$ cat config.mk
export PLATFORM = sky130hd
export DESIGN_NAME = ansi_color_escape_parser
export DESIGN_NICKNAME = d
export VERILOG_FILES = /design/src/acep_pkg.sv /design/src/acep_step.sv /design/src/acep_fifo.sv /design/src/ansi_color_escape_parser.sv
export SDC_FILE = /design/constraint.sdc
export NUM_CORES = 1
export LEC_CHECK = 0
export BUFFER_PORTS_ARGS = -buffer_cell sky130_fd_sc_hd__buf_2
export CAP_MARGIN = 20
export CORE_ASPECT_RATIO = 0.7
export CORE_MARGIN = 1
export CORE_UTILIZATION = 45
export CTS_BUF_LIST = sky130_fd_sc_hd__clkbuf_4
export CTS_CLUSTER_SIZE = 40
export DETAILED_ROUTE_END_ITERATION = 8
export PLACE_DENSITY = 0.69
export SYNTH_ARGS = -nofsm -noshare
export SYNTH_HDL_FRONTEND = slang
export SYNTH_SLANG_ARGS = --single-unit
$ cat constraint.sdc
create_clock -name clk -period 4.6 [get_ports clk]
set_input_delay 0.69 -clock clk [delete_from_list [all_inputs] [get_ports clk]]
set_output_delay 0.69 -clock clk [all_outputs]
set_load 0.02 [all_outputs]
$ cat src/acep_pkg.sv
// ----------------------------------------------------------------------------
// acep_pkg: shared definitions for the ANSI color escape parser
// Character codes, SGR code bases, parser state types, result records and
// the 16-entry color palette.
// ----------------------------------------------------------------------------
package acep_pkg;

  // Longest control sequence body before it is cut off.
  localparam int MAX_SEQ_CHARS = 15;
  localparam int SEQ_CNT_W     = 4;

  // Result queue between the parser and the output port.
  localparam int FIFO_DEPTH = 4;
  localparam int FIFO_PTR_W = $clog2(FIFO_DEPTH);
  localparam int FIFO_CNT_W = $clog2(FIFO_DEPTH + 1);

  localparam logic [7:0] CH_ESC      = 8'h1B;
  localparam logic [7:0] CH_LBRACKET = 8'h5B;
  localparam logic [7:0] CH_M        = 8'h6D;
  localparam logic [7:0] CH_SEMI     = 8'h3B;
  localparam logic [7:0] CH_PLUS     = 8'h2B;
  localparam logic [7:0] CH_MINUS    = 8'h2D;
  localparam logic [7:0] CH_ZERO     = 8'h30;
  localparam logic [7:0] CH_NINE     = 8'h39;
  localparam logic [7:0] CH_SPACE    = 8'h20;
  localparam logic [7:0] CH_TAB      = 8'h09;
  localparam logic [7:0] CH_CR       = 8'h0D;

  localparam logic [7:0] CODE_FG_DARK   = 8'd30;
  localparam logic [7:0] CODE_BG_DARK   = 8'd40;
  localparam logic [7:0] CODE_FG_BRIGHT = 8'd90;
  localparam logic [7:0] CODE_BG_BRIGHT = 8'd100;
  localparam logic [7:0] CODE_SPAN      = 8'd8;

  localparam logic [23:0] FG_RESET = 24'hFFFFFF;
  localparam logic [23:0] BG_RESET = 24'h000000;

  localparam logic KIND_CHAR  = 1'b0;
  localparam logic KIND_COLOR = 1'b1;

  typedef enum logic [1:0] {
    MODE_NORMAL  = 2'd0,
    MODE_ESC     = 2'd1,
    MODE_SEQ     = 2'd2,
    MODE_SWALLOW = 2'd3
  } mode_t;

  typedef enum logic [1:0] {
    PH_SPACE  = 2'd0,
    PH_SIGNED = 2'd1,
    PH_DIGITS = 2'd2,
    PH_DONE   = 2'd3
  } phase_t;

  typedef struct packed {
    logic        kind;
    logic [7:0]  ch;
    logic [23:0] fg;
    logic [23:0] bg;
    logic        last;
  } result_t;

  // Results produced by one input byte: count is 0, 1 or 2.
  typedef struct packed {
    logic [1:0] count;
    result_t    r0;
    result_t    r1;
  } step_out_t;

  typedef struct packed {
    logic [FIFO_CNT_W-1:0] level;
    logic                  room;
  } fifo_status_t;

  function automatic logic [23:0] palette(input logic [3:0] idx);
    logic [23:0] rgb;
    case (idx)
      4'd0:    rgb = 24'h000000;
      4'd1:    rgb = 24'h0000AA;
      4'd2:    rgb = 24'h00AA00;
      4'd3:    rgb = 24'h00AAAA;
      4'd4:    rgb = 24'hAA0000;
      4'd5:    rgb = 24'hAA00AA;
      4'd6:    rgb = 24'hAA5500;
      4'd7:    rgb = 24'hAAAAAA;
      4'd8:    rgb = 24'h555555;
      4'd9:    rgb = 24'h5555FF;
      4'd10:   rgb = 24'h55FF55;
      4'd11:   rgb = 24'h55FFFF;
      4'd12:   rgb = 24'hFF5555;
      4'd13:   rgb = 24'hFF55FF;
      4'd14:   rgb = 24'hFFFF55;
      default: rgb = 24'hFFFFFF;
    endcase
    return rgb;
  endfunction

endpackage

$ cat src/acep_step.sv
// ----------------------------------------------------------------------------
// acep_step: parser state and per-byte update
// Holds the escape parser state and computes the results of one byte.
// ----------------------------------------------------------------------------
module acep_step (
  input  logic                 clk,
  input  logic                 rst,
  input  logic                 fire,
  input  logic [7:0]           text_byte,
  input  logic                 end_of_text,
  output acep_pkg::step_out_t  results
);

  acep_pkg::mode_t                   mode, mode_next;
  acep_pkg::phase_t                  phase, phase_next;
  logic [acep_pkg::SEQ_CNT_W-1:0]    seq_count, seq_count_next;
  logic [7:0]                        token_value, token_value_next;
  logic                              token_negative, token_negative_next;
  logic                              token_nonempty, token_nonempty_next;
  logic [23:0]                       foreground, foreground_next;
  logic [23:0]                       background, background_next;

  logic        is_digit, is_space, is_sign;
  logic        do_finish, do_feed;
  logic [1:0]  n;
  logic        k0;
  logic [7:0]  ch0, ch1;
  logic [11:0] prod;
  logic [7:0]  off_fd, off_bd, off_fb, off_bb;

  assign is_digit = (text_byte >= acep_pkg::CH_ZERO) && (text_byte <= acep_pkg::CH_NINE);
  assign is_space = (text_byte == acep_pkg::CH_SPACE) ||
                    ((text_byte >= acep_pkg::CH_TAB) && (text_byte <= acep_pkg::CH_CR));
  assign is_sign  = (text_byte == acep_pkg::CH_PLUS) || (text_byte == acep_pkg::CH_MINUS);

  // Digits 0x30..0x39 carry their value in the low nibble.
  assign prod = (12'(token_value) * 12'd10) + {8'd0, text_byte[3:0]};

  assign off_fd = token_value - acep_pkg::CODE_FG_DARK;
  assign off_bd = token_value - acep_pkg::CODE_BG_DARK;
  assign off_fb = token_value - acep_pkg::CODE_FG_BRIGHT;
  assign off_bb = token_value - acep_pkg::CODE_BG_BRIGHT;

  always_comb begin
    mode_next           = mode;
    phase_next          = phase;
    seq_count_next      = seq_count;
    token_value_next    = token_value;
    token_negative_next = token_negative;
    token_nonempty_next = token_nonempty;
    foreground_next     = foreground;
    background_next     = background;
    n         = 2'd0;
    k0        = acep_pkg::KIND_CHAR;
    ch0       = 8'd0;
    ch1       = 8'd0;
    do_finish = 1'b0;
    do_feed   = 1'b0;

    case (mode)
      acep_pkg::MODE_NORMAL: begin
        if (text_byte == acep_pkg::CH_ESC && !end_of_text) begin
          mode_next = acep_pkg::MODE_ESC;
        end else begin
          n   = 2'd1;
          ch0 = text_byte;
        end
      end
      acep_pkg::MODE_ESC: begin
        if (text_byte == acep_pkg::CH_LBRACKET) begin
          mode_next           = acep_pkg::MODE_SEQ;
          seq_count_next      = '0;
          token_value_next    = 8'd0;
          token_negative_next = 1'b0;
          token_nonempty_next = 1'b0;
          phase_next          = acep_pkg::PH_SPACE;
        end else begin
          // The held ESC goes out as a character, then this byte is plain text.
          n         = 2'd1;
          ch0       = acep_pkg::CH_ESC;
          mode_next = acep_pkg::MODE_NORMAL;
          if (text_byte == acep_pkg::CH_ESC && !end_of_text) begin
            mode_next = acep_pkg::MODE_ESC;
          end else begin
            n   = 2'd2;
            ch1 = text_byte;
          end
        end
      end
      acep_pkg::MODE_SEQ: begin
        if (text_byte == acep_pkg::CH_M) begin
          do_finish = 1'b1;
          mode_next = acep_pkg::MODE_NORMAL;
        end else if (!end_of_text) begin
          if (text_byte == acep_pkg::CH_SEMI) begin
            do_finish = 1'b1;
          end else begin
            do_feed = 1'b1;
          end
          seq_count_next = seq_count + 1'b1;
          if (seq_count_next >= acep_pkg::SEQ_CNT_W'(acep_pkg::MAX_SEQ_CHARS)) begin
            mode_next = acep_pkg::MODE_SWALLOW;
          end
        end
      end
      acep_pkg::MODE_SWALLOW: begin
        do_finish = 1'b1;
        mode_next = acep_pkg::MODE_NORMAL;
      end
      default: begin
        mode_next = acep_pkg::MODE_NORMAL;
      end
    endcase

    if (do_finish) begin
      if (token_nonempty) begin
        if (token_negative && token_value != 8'd0) begin
          n = 2'd0;
        end else if (token_value == 8'd0) begin
          foreground_next = acep_pkg::FG_RESET;
          background_next = acep_pkg::BG_RESET;
          n  = 2'd1;
          k0 = acep_pkg::KIND_COLOR;
        end else if (off_fd < acep_pkg::CODE_SPAN) begin
          foreground_next = acep_pkg::palette({1'b0, off_fd[2:0]});
          n  = 2'd1;
          k0 = acep_pkg::KIND_COLOR;
        end else if (off_bd < acep_pkg::CODE_SPAN) begin
          background_next = acep_pkg::palette({1'b0, off_bd[2:0]});
          n  = 2'd1;
          k0 = acep_pkg::KIND_COLOR;
        end else if (off_fb < acep_pkg::CODE_SPAN) begin
          foreground_next = acep_pkg::palette({1'b1, off_fb[2:0]});
          n  = 2'd1;
          k0 = acep_pkg::KIND_COLOR;
        end else if (off_bb < acep_pkg::CODE_SPAN) begin
          background_next = acep_pkg::palette({1'b1, off_bb[2:0]});
          n  = 2'd1;
          k0 = acep_pkg::KIND_COLOR;
        end
      end
      token_value_next    = 8'd0;
      token_negative_next = 1'b0;
      token_nonempty_next = 1'b0;
      phase_next          = acep_pkg::PH_SPACE;
    end

    if (do_feed) begin
      token_nonempty_next = 1'b1;
      if (phase == acep_pkg::PH_SPACE && is_space) begin
        phase_next = phase;
      end else if (phase == acep_pkg::PH_SPACE && is_sign) begin
        token_negative_next = (text_byte == acep_pkg::CH_MINUS);
        phase_next          = acep_pkg::PH_SIGNED;
      end else if (phase != acep_pkg::PH_DONE && is_digit) begin
        token_value_next = (prod > 12'd255) ? 8'hFF : prod[7:0];
        phase_next       = acep_pkg::PH_DIGITS;
      end else begin
        phase_next = acep_pkg::PH_DONE;
      end
    end

    if (end_of_text) begin
      mode_next           = acep_pkg::MODE_NORMAL;
      seq_count_next      = '0;
      token_value_next    = 8'd0;
      token_negative_next = 1'b0;
      token_nonempty_next = 1'b0;
      phase_next          = acep_pkg::PH_SPACE;
    end
  end

  always_comb begin
    results.count   = n;
    results.r0.kind = k0;
    results.r0.ch   = ch0;
    results.r0.fg   = foreground_next;
    results.r0.bg   = background_next;
    results.r0.last = (n == 2'd1);
    results.r1.kind = acep_pkg::KIND_CHAR;
    results.r1.ch   = ch1;
    results.r1.fg   = foreground_next;
    results.r1.bg   = background_next;
    results.r1.last = 1'b1;
  end

  always_ff @(posedge clk) begin
    if (rst) begin
      mode           <= acep_pkg::MODE_NORMAL;
      phase          <= acep_pkg::PH_SPACE;
      seq_count      <= '0;
      token_value    <= 8'd0;
      token_negative <= 1'b0;
      token_nonempty <= 1'b0;
      foreground     <= acep_pkg::FG_RESET;
      background     <= acep_pkg::BG_RESET;
    end else if (fire) begin
      mode           <= mode_next;
      phase          <= phase_next;
      seq_count      <= seq_count_next;
      token_value    <= token_value_next;
      token_negative <= token_negative_next;
      token_nonempty <= token_nonempty_next;
      foreground     <= foreground_next;
      background     <= background_next;
    end
  end

endmodule

$ cat src/acep_fifo.sv
// ----------------------------------------------------------------------------
// acep_fifo: result queue
// Small register queue that takes up to two results per cycle and hands
// out one per cycle while the reader is ready.
// ----------------------------------------------------------------------------
module acep_fifo (
  input  logic                    clk,
  input  logic                    rst,
  input  acep_pkg::step_out_t     push,
  input  logic                    pop_ready,
  output logic                    pop_valid,
  output acep_pkg::result_t       pop_data,
  output acep_pkg::fifo_status_t  status
);

  acep_pkg::result_t mem [acep_pkg::FIFO_DEPTH];

  logic [acep_pkg::FIFO_PTR_W-1:0] wr_ptr, wr_ptr_next, wr_ptr_plus1;
  logic [acep_pkg::FIFO_PTR_W-1:0] rd_ptr, rd_ptr_next;
  logic [acep_pkg::FIFO_CNT_W-1:0] level, level_next;
  logic                            pop;

  function automatic logic [acep_pkg::FIFO_PTR_W-1:0] ptr_inc(
    input logic [acep_pkg::FIFO_PTR_W-1:0] p
  );
    logic [acep_pkg::FIFO_PTR_W-1:0] r;
    if (p == acep_pkg::FIFO_PTR_W'(acep_pkg::FIFO_DEPTH - 1)) begin
      r = '0;
    end else begin
      r = p + 1'b1;
    end
    return r;
  endfunction

  assign pop          = pop_valid && pop_ready;
  assign pop_valid    = (level != '0);
  assign pop_data     = mem[rd_ptr];
  assign wr_ptr_plus1 = ptr_inc(wr_ptr);

  always_comb begin
    case (push.count)
      2'd1:    wr_ptr_next = wr_ptr_plus1;
      2'd2:    wr_ptr_next = ptr_inc(wr_ptr_plus1);
      default: wr_ptr_next = wr_ptr;
    endcase
    rd_ptr_next = pop ? ptr_inc(rd_ptr) : rd_ptr;
    level_next  = level + acep_pkg::FIFO_CNT_W'(push.count) -
                  acep_pkg::FIFO_CNT_W'(pop);
  end

  // Room for a two-result byte without counting on this cycle's pop.
  assign status.level = level;
  assign status.room  = (level <= acep_pkg::FIFO_CNT_W'(acep_pkg::FIFO_DEPTH - 2));

  always_ff @(posedge clk) begin
    if (rst) begin
      wr_ptr <= '0;
      rd_ptr <= '0;
      level  <= '0;
    end else begin
      wr_ptr <= wr_ptr_next;
      rd_ptr <= rd_ptr_next;
      level  <= level_next;
    end
  end

  always_ff @(posedge clk) begin
    if (push.count != 2'd0) begin
      mem[wr_ptr] <= push.r0;
    end
    if (push.count == 2'd2) begin
      mem[wr_ptr_plus1] <= push.r1;
    end
  end

endmodule

$ cat src/ansi_color_escape_parser.sv
// ----------------------------------------------------------------------------
// ansi_color_escape_parser: ANSI SGR color escape parser
// Passes text bytes through and turns ESC '[' ... 'm' color sequences into
// color change events carrying the current foreground and background.
// ----------------------------------------------------------------------------
// Path: a byte held in the input register is parsed once the result queue has
// room, and its results enter the queue, whose head drives the master side.
// Throughput: one byte per cycle while each byte yields at most one result and
// the master side keeps accepting; both results of a byte enter the queue together.
// The rate is set by the single parser state register and the result queue.
// Reset (rst, synchronous, active high) returns the parser to plain text,
// sets the colors to white on black and empties the result queue at once.
// ----------------------------------------------------------------------------
module ansi_color_escape_parser (
  input  logic        clk,
  input  logic        rst,
  // Slave side: one text byte per request.
  input  logic        s_tvalid,
  output logic        s_tready,
  input  logic [7:0]  s_tdata,   // [7:0] text_byte
  input  logic        s_tlast,   // end_of_text
  // Master side: one character or color event per request.
  output logic        m_tvalid,
  input  logic        m_tready,
  output logic [55:0] m_tdata,   // [7:0] char_out, [31:8] fg_color, [55:32] bg_color
  output logic        m_tuser,   // event_kind
  output logic        m_tlast    // last_of_run
);

  // Input register. It is the only stage ahead of the parser; a byte sits
  // here until the result queue has room for the two results it may cause.
  logic       s1_valid;
  logic [7:0] s1_byte;
  logic       s1_eot;
  logic       s1_go;

  acep_pkg::step_out_t    step_res;
  acep_pkg::step_out_t    push;
  acep_pkg::fifo_status_t fifo_status;
  acep_pkg::result_t      head;

  assign s1_go    = s1_valid && fifo_status.room;
  assign s_tready = !s1_valid || s1_go;

  always_ff @(posedge clk) begin
    if (rst) begin
      s1_valid <= 1'b0;
    end else if (s_tvalid && s_tready) begin
      s1_valid <= 1'b1;
    end else if (s1_go) begin
      s1_valid <= 1'b0;
    end
  end

  always_ff @(posedge clk) begin
    if (s_tvalid && s_tready) begin
      s1_byte <= s_tdata;
      s1_eot  <= s_tlast;
    end
  end

  // The parser commits its state update in the same cycle that its results
  // enter the queue, so results never outrun or lag the state they report.
  acep_step u_step (
    .clk         (clk),
    .rst         (rst),
    .fire        (s1_go),
    .text_byte   (s1_byte),
    .end_of_text (s1_eot),
    .results     (step_res)
  );

  always_comb begin
    push       = step_res;
    push.count = s1_go ? step_res.count : 2'd0;
  end

  acep_fifo u_fifo (
    .clk       (clk),
    .rst       (rst),
    .push      (push),
    .pop_ready (m_tready),
    .pop_valid (m_tvalid),
    .pop_data  (head),
    .status    (fifo_status)
  );

  assign m_tdata = {head.bg, head.fg, head.ch};
  assign m_tuser = head.kind;
  assign m_tlast = head.last;

  // The queue never holds more than its depth.
  a_level_bound: assert property (@(posedge clk) disable iff (rst)
    fifo_status.level <= acep_pkg::FIFO_CNT_W'(acep_pkg::FIFO_DEPTH))
    else $error("result queue level exceeds its depth");

  // A two-result byte marks only its second result as the last one.
  a_pair_last: assert property (@(posedge clk) disable iff (rst)
    (s1_go && step_res.count == 2'd2) |-> (!step_res.r0.last && step_res.r1.last))
    else $error("two-result byte marks the wrong result as last");

  // A byte is pushed into the queue only when two free slots are known.
  a_push_room: assert property (@(posedge clk) disable iff (rst)
    (push.count != 2'd0) |-> (fifo_status.level <=
      acep_pkg::FIFO_CNT_W'(acep_pkg::FIFO_DEPTH - 2)))
    else $error("results pushed without room in the queue");

  // The slave side stalls only while a byte waits in the input register, and
  // that byte stays in place across the stalled edge.
  a_stall_held: assert property (@(posedge clk) disable iff (rst)
    !s_tready |-> (s1_valid ##1 $stable(s1_byte)))
    else $error("slave side stalled without a held byte");

endmodule

== Yosys cells after proc, flatten, opt, wreduce, memory -nomap -nowiden ==
Memories as Yosys holds them, arrays and structs flattened. A register that Yosys moved wholly into a read port is not among the register bits.
Cells that the tools add are included.

* Latch bits: 0
* RAM bits: 232
* Bits in registers: 83
* Input port bits: 13
* Memories kept: 3
* Memory bits (read-only): 256
* Logic and storage cells: 209

{| class="wikitable"
|+ Memories
! name !! words !! width !! rd ports !! clocked after Yosys merged registers in !! write ports !! line !! text
|-
| u_fifo.mem || 4 || 58 || 1 || 1 || 2 || acep_fifo.sv:16 || <nowiki>acep_pkg::result_t mem [acep_pkg::FIFO_DEPTH];</nowiki>
|-
| (name not given) || 8 || 16 || 1 || 0 || 0 || acep_pkg.sv:77 || <nowiki>case (idx)</nowiki>
|-
| (name not given) || 8 || 16 || 1 || 0 || 0 || acep_pkg.sv:77 ||
|}

* Bitwise operators: 0
* Multiplexer cells: 103
* Eq/ne operators: 34
* Reduce and logical (&&, ||, !) cells: 32
* Shift-type cells: 0
* Magnitude comparators: 11
* $add $sub $neg: 11
* Multipliers: 1
* Divide/modulo/power cells: 0

{| class="wikitable"
|+ Operator list
! cell !! count
|-
| $mux 24 || 15
|-
| $pmux 24 s7 || 2
|-
| $mux 8 || 12
|-
| $mux 2 || 28
|-
| $mux 1 || 36
|-
| $eq 8x6->1 const B || 4
|-
| $lt 8x4->1 const B || 4
|-
| $eq 3x3->1 const B || 6
|-
| $eq 8x7->1 const B || 2
|-
| $pmux 8 s2 || 1
|-
| $sub 8x7->8 const B || 2
|-
| $add 12x4->12 || 1
|-
| $eq 2x2->1 const B || 6
|-
| $eq 3x2->1 const B || 4
|-
| $gt 12x8->1 const B || 1
|-
| $mux 4 || 3
|-
| $mul 8x3->11 const B || 1
|-
| $logic_and 1x1->1 || 10
|-
| $eq 8x5->1 const B || 1
|-
| $ge 8x4->1 const B || 1
|-
| $ge 8x6->1 const B || 1
|-
| $le 8x4->1 const B || 1
|-
| $le 8x6->1 const B || 1
|-
| $logic_not 8->1 || 1
|-
| other kinds (29) || 48
|}

== Logic depth before layout (Yosys ltp) ==
* Word-level depth: 17
* Gate-level depth with buffers: 16

== Hierarchy ==
A second synthesis with hierarchy kept.

* Cell total of the unflattened synthesis: 1256
* Area total of the unflattened synthesis: 17101.4 um^2

{| class="wikitable"
|+ By module, submodules not included
! module !! cells an instance !! area each (um^2) !! instances
|-
| acep_fifo || 628 || 11876.4 || 1
|-
| acep_step || 611 || 4877.2 || 1
|-
| ansi_color_escape_parser || 17 || 347.8 || 1
|}

== Worst setup path before layout ==
No wires, ideal clock.

* Kind: reg-to-reg
* From: register u_step.token_value[4]
* To: memory u_fifo.mem[2][25] in the netlist's numbering, data pin
* Path buffers: 1
* Arrival: 4454 ps
* Data required time: 4450 ps
* Library setup time: 150 ps
* Cell stages (with the launch flop): 16
* Path slack: -4 ps
* Cell sequence: dfxtp_1 clkbuf_1 inv_1 ha_1 or3b_1 a211o_1 and2_1 a41oi_2 o21bai_2 nand2_1 ha_1 nor2b_1 a21oi_1 inv_1 nand2_1 nor2_1

{| class="wikitable"
|+ RTL lines
! what !! line !! text
|-
| start, declared || acep_step.sv:17 || <nowiki>logic [7:0] token_value, token_value_next;</nowiki>
|-
| start signal, assigned || acep_step.sv:201 || <nowiki>token_value <= token_value_next;</nowiki>
|-
| end, declared || acep_fifo.sv:16 ||
|}

==> impl_metrics.toml <==
[run_status]
outcome = "finished, final reports clean"

[die]
die-width_um = 223
core_area_mm2 = 0.0336
top_level_ports = 73
std_cell_rows = 56
chipHeight_um = 157
initial_utilization = 0.459
dieArea_mm2 = 0.0350

[sta]
setup_violations = 0
final_min_period_over_clock_period = 0.953
layout_min_cycle_time_ps = 4390
finalSetupTns_ps = 0
fmaxAchievable_mhz = 228
hold_viol_final = 0
slew_violations = 0
hold-worst-slack_ps = 104
fin_worst_skew_ps = 54.5
unrepaired_setup_endpoints_after_global_routing = "false"
max-slew-margin-rel = 0.286
worstMarginPinSlew_ps = 1070

[yosys]
synth_top_flop_cell = "sky130_fd_sc_hd__edfxtp_1"
synthesis.nets = 1337
ys_ff_latch = 317
ys_types = 90
ys_warn_count = 0
syn-mean-instance-area_um2 = 12.0
synth_async_sr_flop_share = 0
synthCells = 1282
synth.yosys.seq_area_share = 0.564
synth_edf_count = 233
mappedNetlistArea_mm2 = 0.0154

[placed_design]
gpl.final_weighted_congestion = 0.899
detailedPlacementHpwl_um = 25100
placement.io_buffers = 72

[run]
maxCapViolCount = 0

[grt]
globalRouteTotalUtil = 0.228
number_of_global_route_vias_before_repair = 10900
globalRouteOverflowTotal = 0
largest_net_degree_at_the_start_of_global_routing = 46
grt_first_pass_wirelength_um = 61400
grt_antenna_before_repair = 2

[cts]
insertion_delay_ps = 800
cts.sinks = 317
cts_max_level = 3
cts_setup_buffers = 0
cts_tree = "done"
cts-buffers-inserted = 78
post_cts_resized = 0
cts.root.buffer_cell = "sky130_fd_sc_hd__clkbuf_4"
cts_hold_repair.buffers = 0
clockBufferDepth = 3
clk_pin_slew_ps = 70

[layout]
layout.cells.most_common_list = "233 x sky130_fd_sc_hd__edfxtp_1, 138 x sky130_fd_sc_hd__a21oi_1, 121 x sky130_fd_sc_hd__clkbuf_4"
finish.utilization = 0.517
final.fill_count = 2911
final_common_cell = "sky130_fd_sc_hd__edfxtp_1"
drive_gt1_frac = 0.240
syn2layout_area_growth_pct = 12.8
nets = 1441

[routing]
via_count = 11100
drt_drc_violations_left = 0
dr_iter_0_viols = 1047
wl_per_cell_um = 20.4
postRouteAntennaNets = 0
detailedRoute.firstPassIterationCount = 7
wirelength_um = 38500
vias_per_inst = 5.88

[setup_path]
worstPathRequired_ps = 5230
timing.critical_path.from_type = "register"
worst_r2r_startpoint = "u_step.token_value[3]"
category_of_the_most_critical_setup_path = "reg2reg"
critical_path_arrival_ps = 5010
worst_setup_path_end_kind = "register"
critPathMaxFanout = 11
timing.critical_path.from = "u_step.token_value[3]"

[power_and_ir_drop]
power_density_mw_per_mm2 = 417
worst_ir_drop_vdd_v = 0.000190
cellLeakagePower_nw = 6.31

[worst_hold_path]
hp-class = "in2reg"
hp-start = "s_tdata[7]"
synthesized netlist by cell type, types with 14 or more instances:
master / n / share of area
sky130_fd_sc_hd__clkbuf_1: 50 / 0.012
sky130_fd_sc_hd__buf_2: 20 / 0.0065
sky130_fd_sc_hd__a31oi_1: 14 / 0.0057
sky130_fd_sc_hd__inv_1: 36 / 0.0088
sky130_fd_sc_hd__edfxtp_1: 233 / 0.45
sky130_fd_sc_hd__nand2_1: 89 / 0.022
sky130_fd_sc_hd__a22oi_1: 15 / 0.0073
sky130_fd_sc_hd__ha_1: 39 / 0.032
sky130_fd_sc_hd__a21oi_1: 142 / 0.046
sky130_fd_sc_hd__o22ai_1: 16 / 0.0065
sky130_fd_sc_hd__dfxtp_1: 84 / 0.11
sky130_fd_sc_hd__nor3_1: 66 / 0.021
sky130_fd_sc_hd__and2_1: 26 / 0.011
sky130_fd_sc_hd__o21ai_0: 30 / 0.0098
sky130_fd_sc_hd__o21ai_1: 18 / 0.0059
sky130_fd_sc_hd__mux4_2: 58 / 0.085
sky130_fd_sc_hd__nor2_1: 116 / 0.028
worst max-delay path: stages, from the launching register on:
cell and delay (ps):
sky130_fd_sc_hd__dfxtp_1 570, sky130_fd_sc_hd__inv_1 220, sky130_fd_sc_hd__ha_1 280, sky130_fd_sc_hd__or3b_1 370
sky130_fd_sc_hd__a211o_1 370, sky130_fd_sc_hd__and2_1 190, sky130_fd_sc_hd__a41oi_2 280, sky130_fd_sc_hd__o21bai_2 230
sky130_fd_sc_hd__nand2_1 130, sky130_fd_sc_hd__ha_1 420, sky130_fd_sc_hd__nand2_1 270, sky130_fd_sc_hd__nand2_1 190
sky130_fd_sc_hd__o22ai_1 500, sky130_fd_sc_hd__and2_1 210
cells by family (layout without fill, tap and decap cells):
logic type,after synthesis,after routing,synth area share
and+or+nand+nor,386,386,0.123
AOI/OAI and AO/OA,337,337,0.146
DFF,317,317,0.564
buffers and inverters,121,287,0.0338
muxes,62,62,0.0876
adders and majority gates,42,42,0.0356
xor gates and xnor gates,17,17,0.00967
other,0,4,0
registers in the layout, summed over array words and instances (netlist names), named ones only:
name                   cells
u_step.token_value         8
s1_eot                     1
u_step.phase               2
u_step.token_nonempty      1
u_fifo.level               3
u_step.background         24
u_step.seq_count           4
u_step.token_negative      1
u_step.foreground         24
u_fifo.rd_ptr              2
u_fifo.mem               232
s1_byte                    8
u_fifo.wr_ptr              2
s1_valid                   1
u_step.mode                2
layout make-up:
cell class	instances	area [um^2]	share of cell area
Clock inverter	21	125	0.00720
Timing Repair Buffer	109	698	0.0402
Inverter	36	139	0.00800
Antenna cell	4	10.0	0.000576
Tap cell	435	544	0.0313
Clock buffer	121	908	0.0523
Sequential cell	317	8680	0.500
Multi-Input combinational cell	844	6260	0.360
metrics by stage:
stage                     setup WS [ps]  cell area [um^2]  instances  power, mW
after global routing               3.88             17400       1887       7.57
final                               214             17400       1887       7.24
after CTS                           296             17400       1882       7.32
after global placement              566             16300       1740       4.86
after detailed placement            321             16300       1740       4.89
after floorplan                    30.2             15400       1282       4.40
final timing paths:
path,to,slack [ps],cells past startpoint
max,u_fifo.mem[1][51],210,13
min,s1_byte[7],100,1
max reg2reg,u_fifo.mem[1][51],210,13
min reg2reg,u_step.background[0],460,2
metal layers:
layer  vias to the layer above  track usage  share of wire
met4                         0       0.0726          0.020
met5                         -            0              0
li1                       5168            -              -
met1                      5413        0.330           0.47
met2                       449        0.334           0.44
met3                        66       0.0593          0.071
power by group:
group          switching, mW  internal, mW
Combinational          0.816         0.575
Sequential             0.152          3.26
Clock                   1.17          1.26
Power figures use the tool's default switching activity.
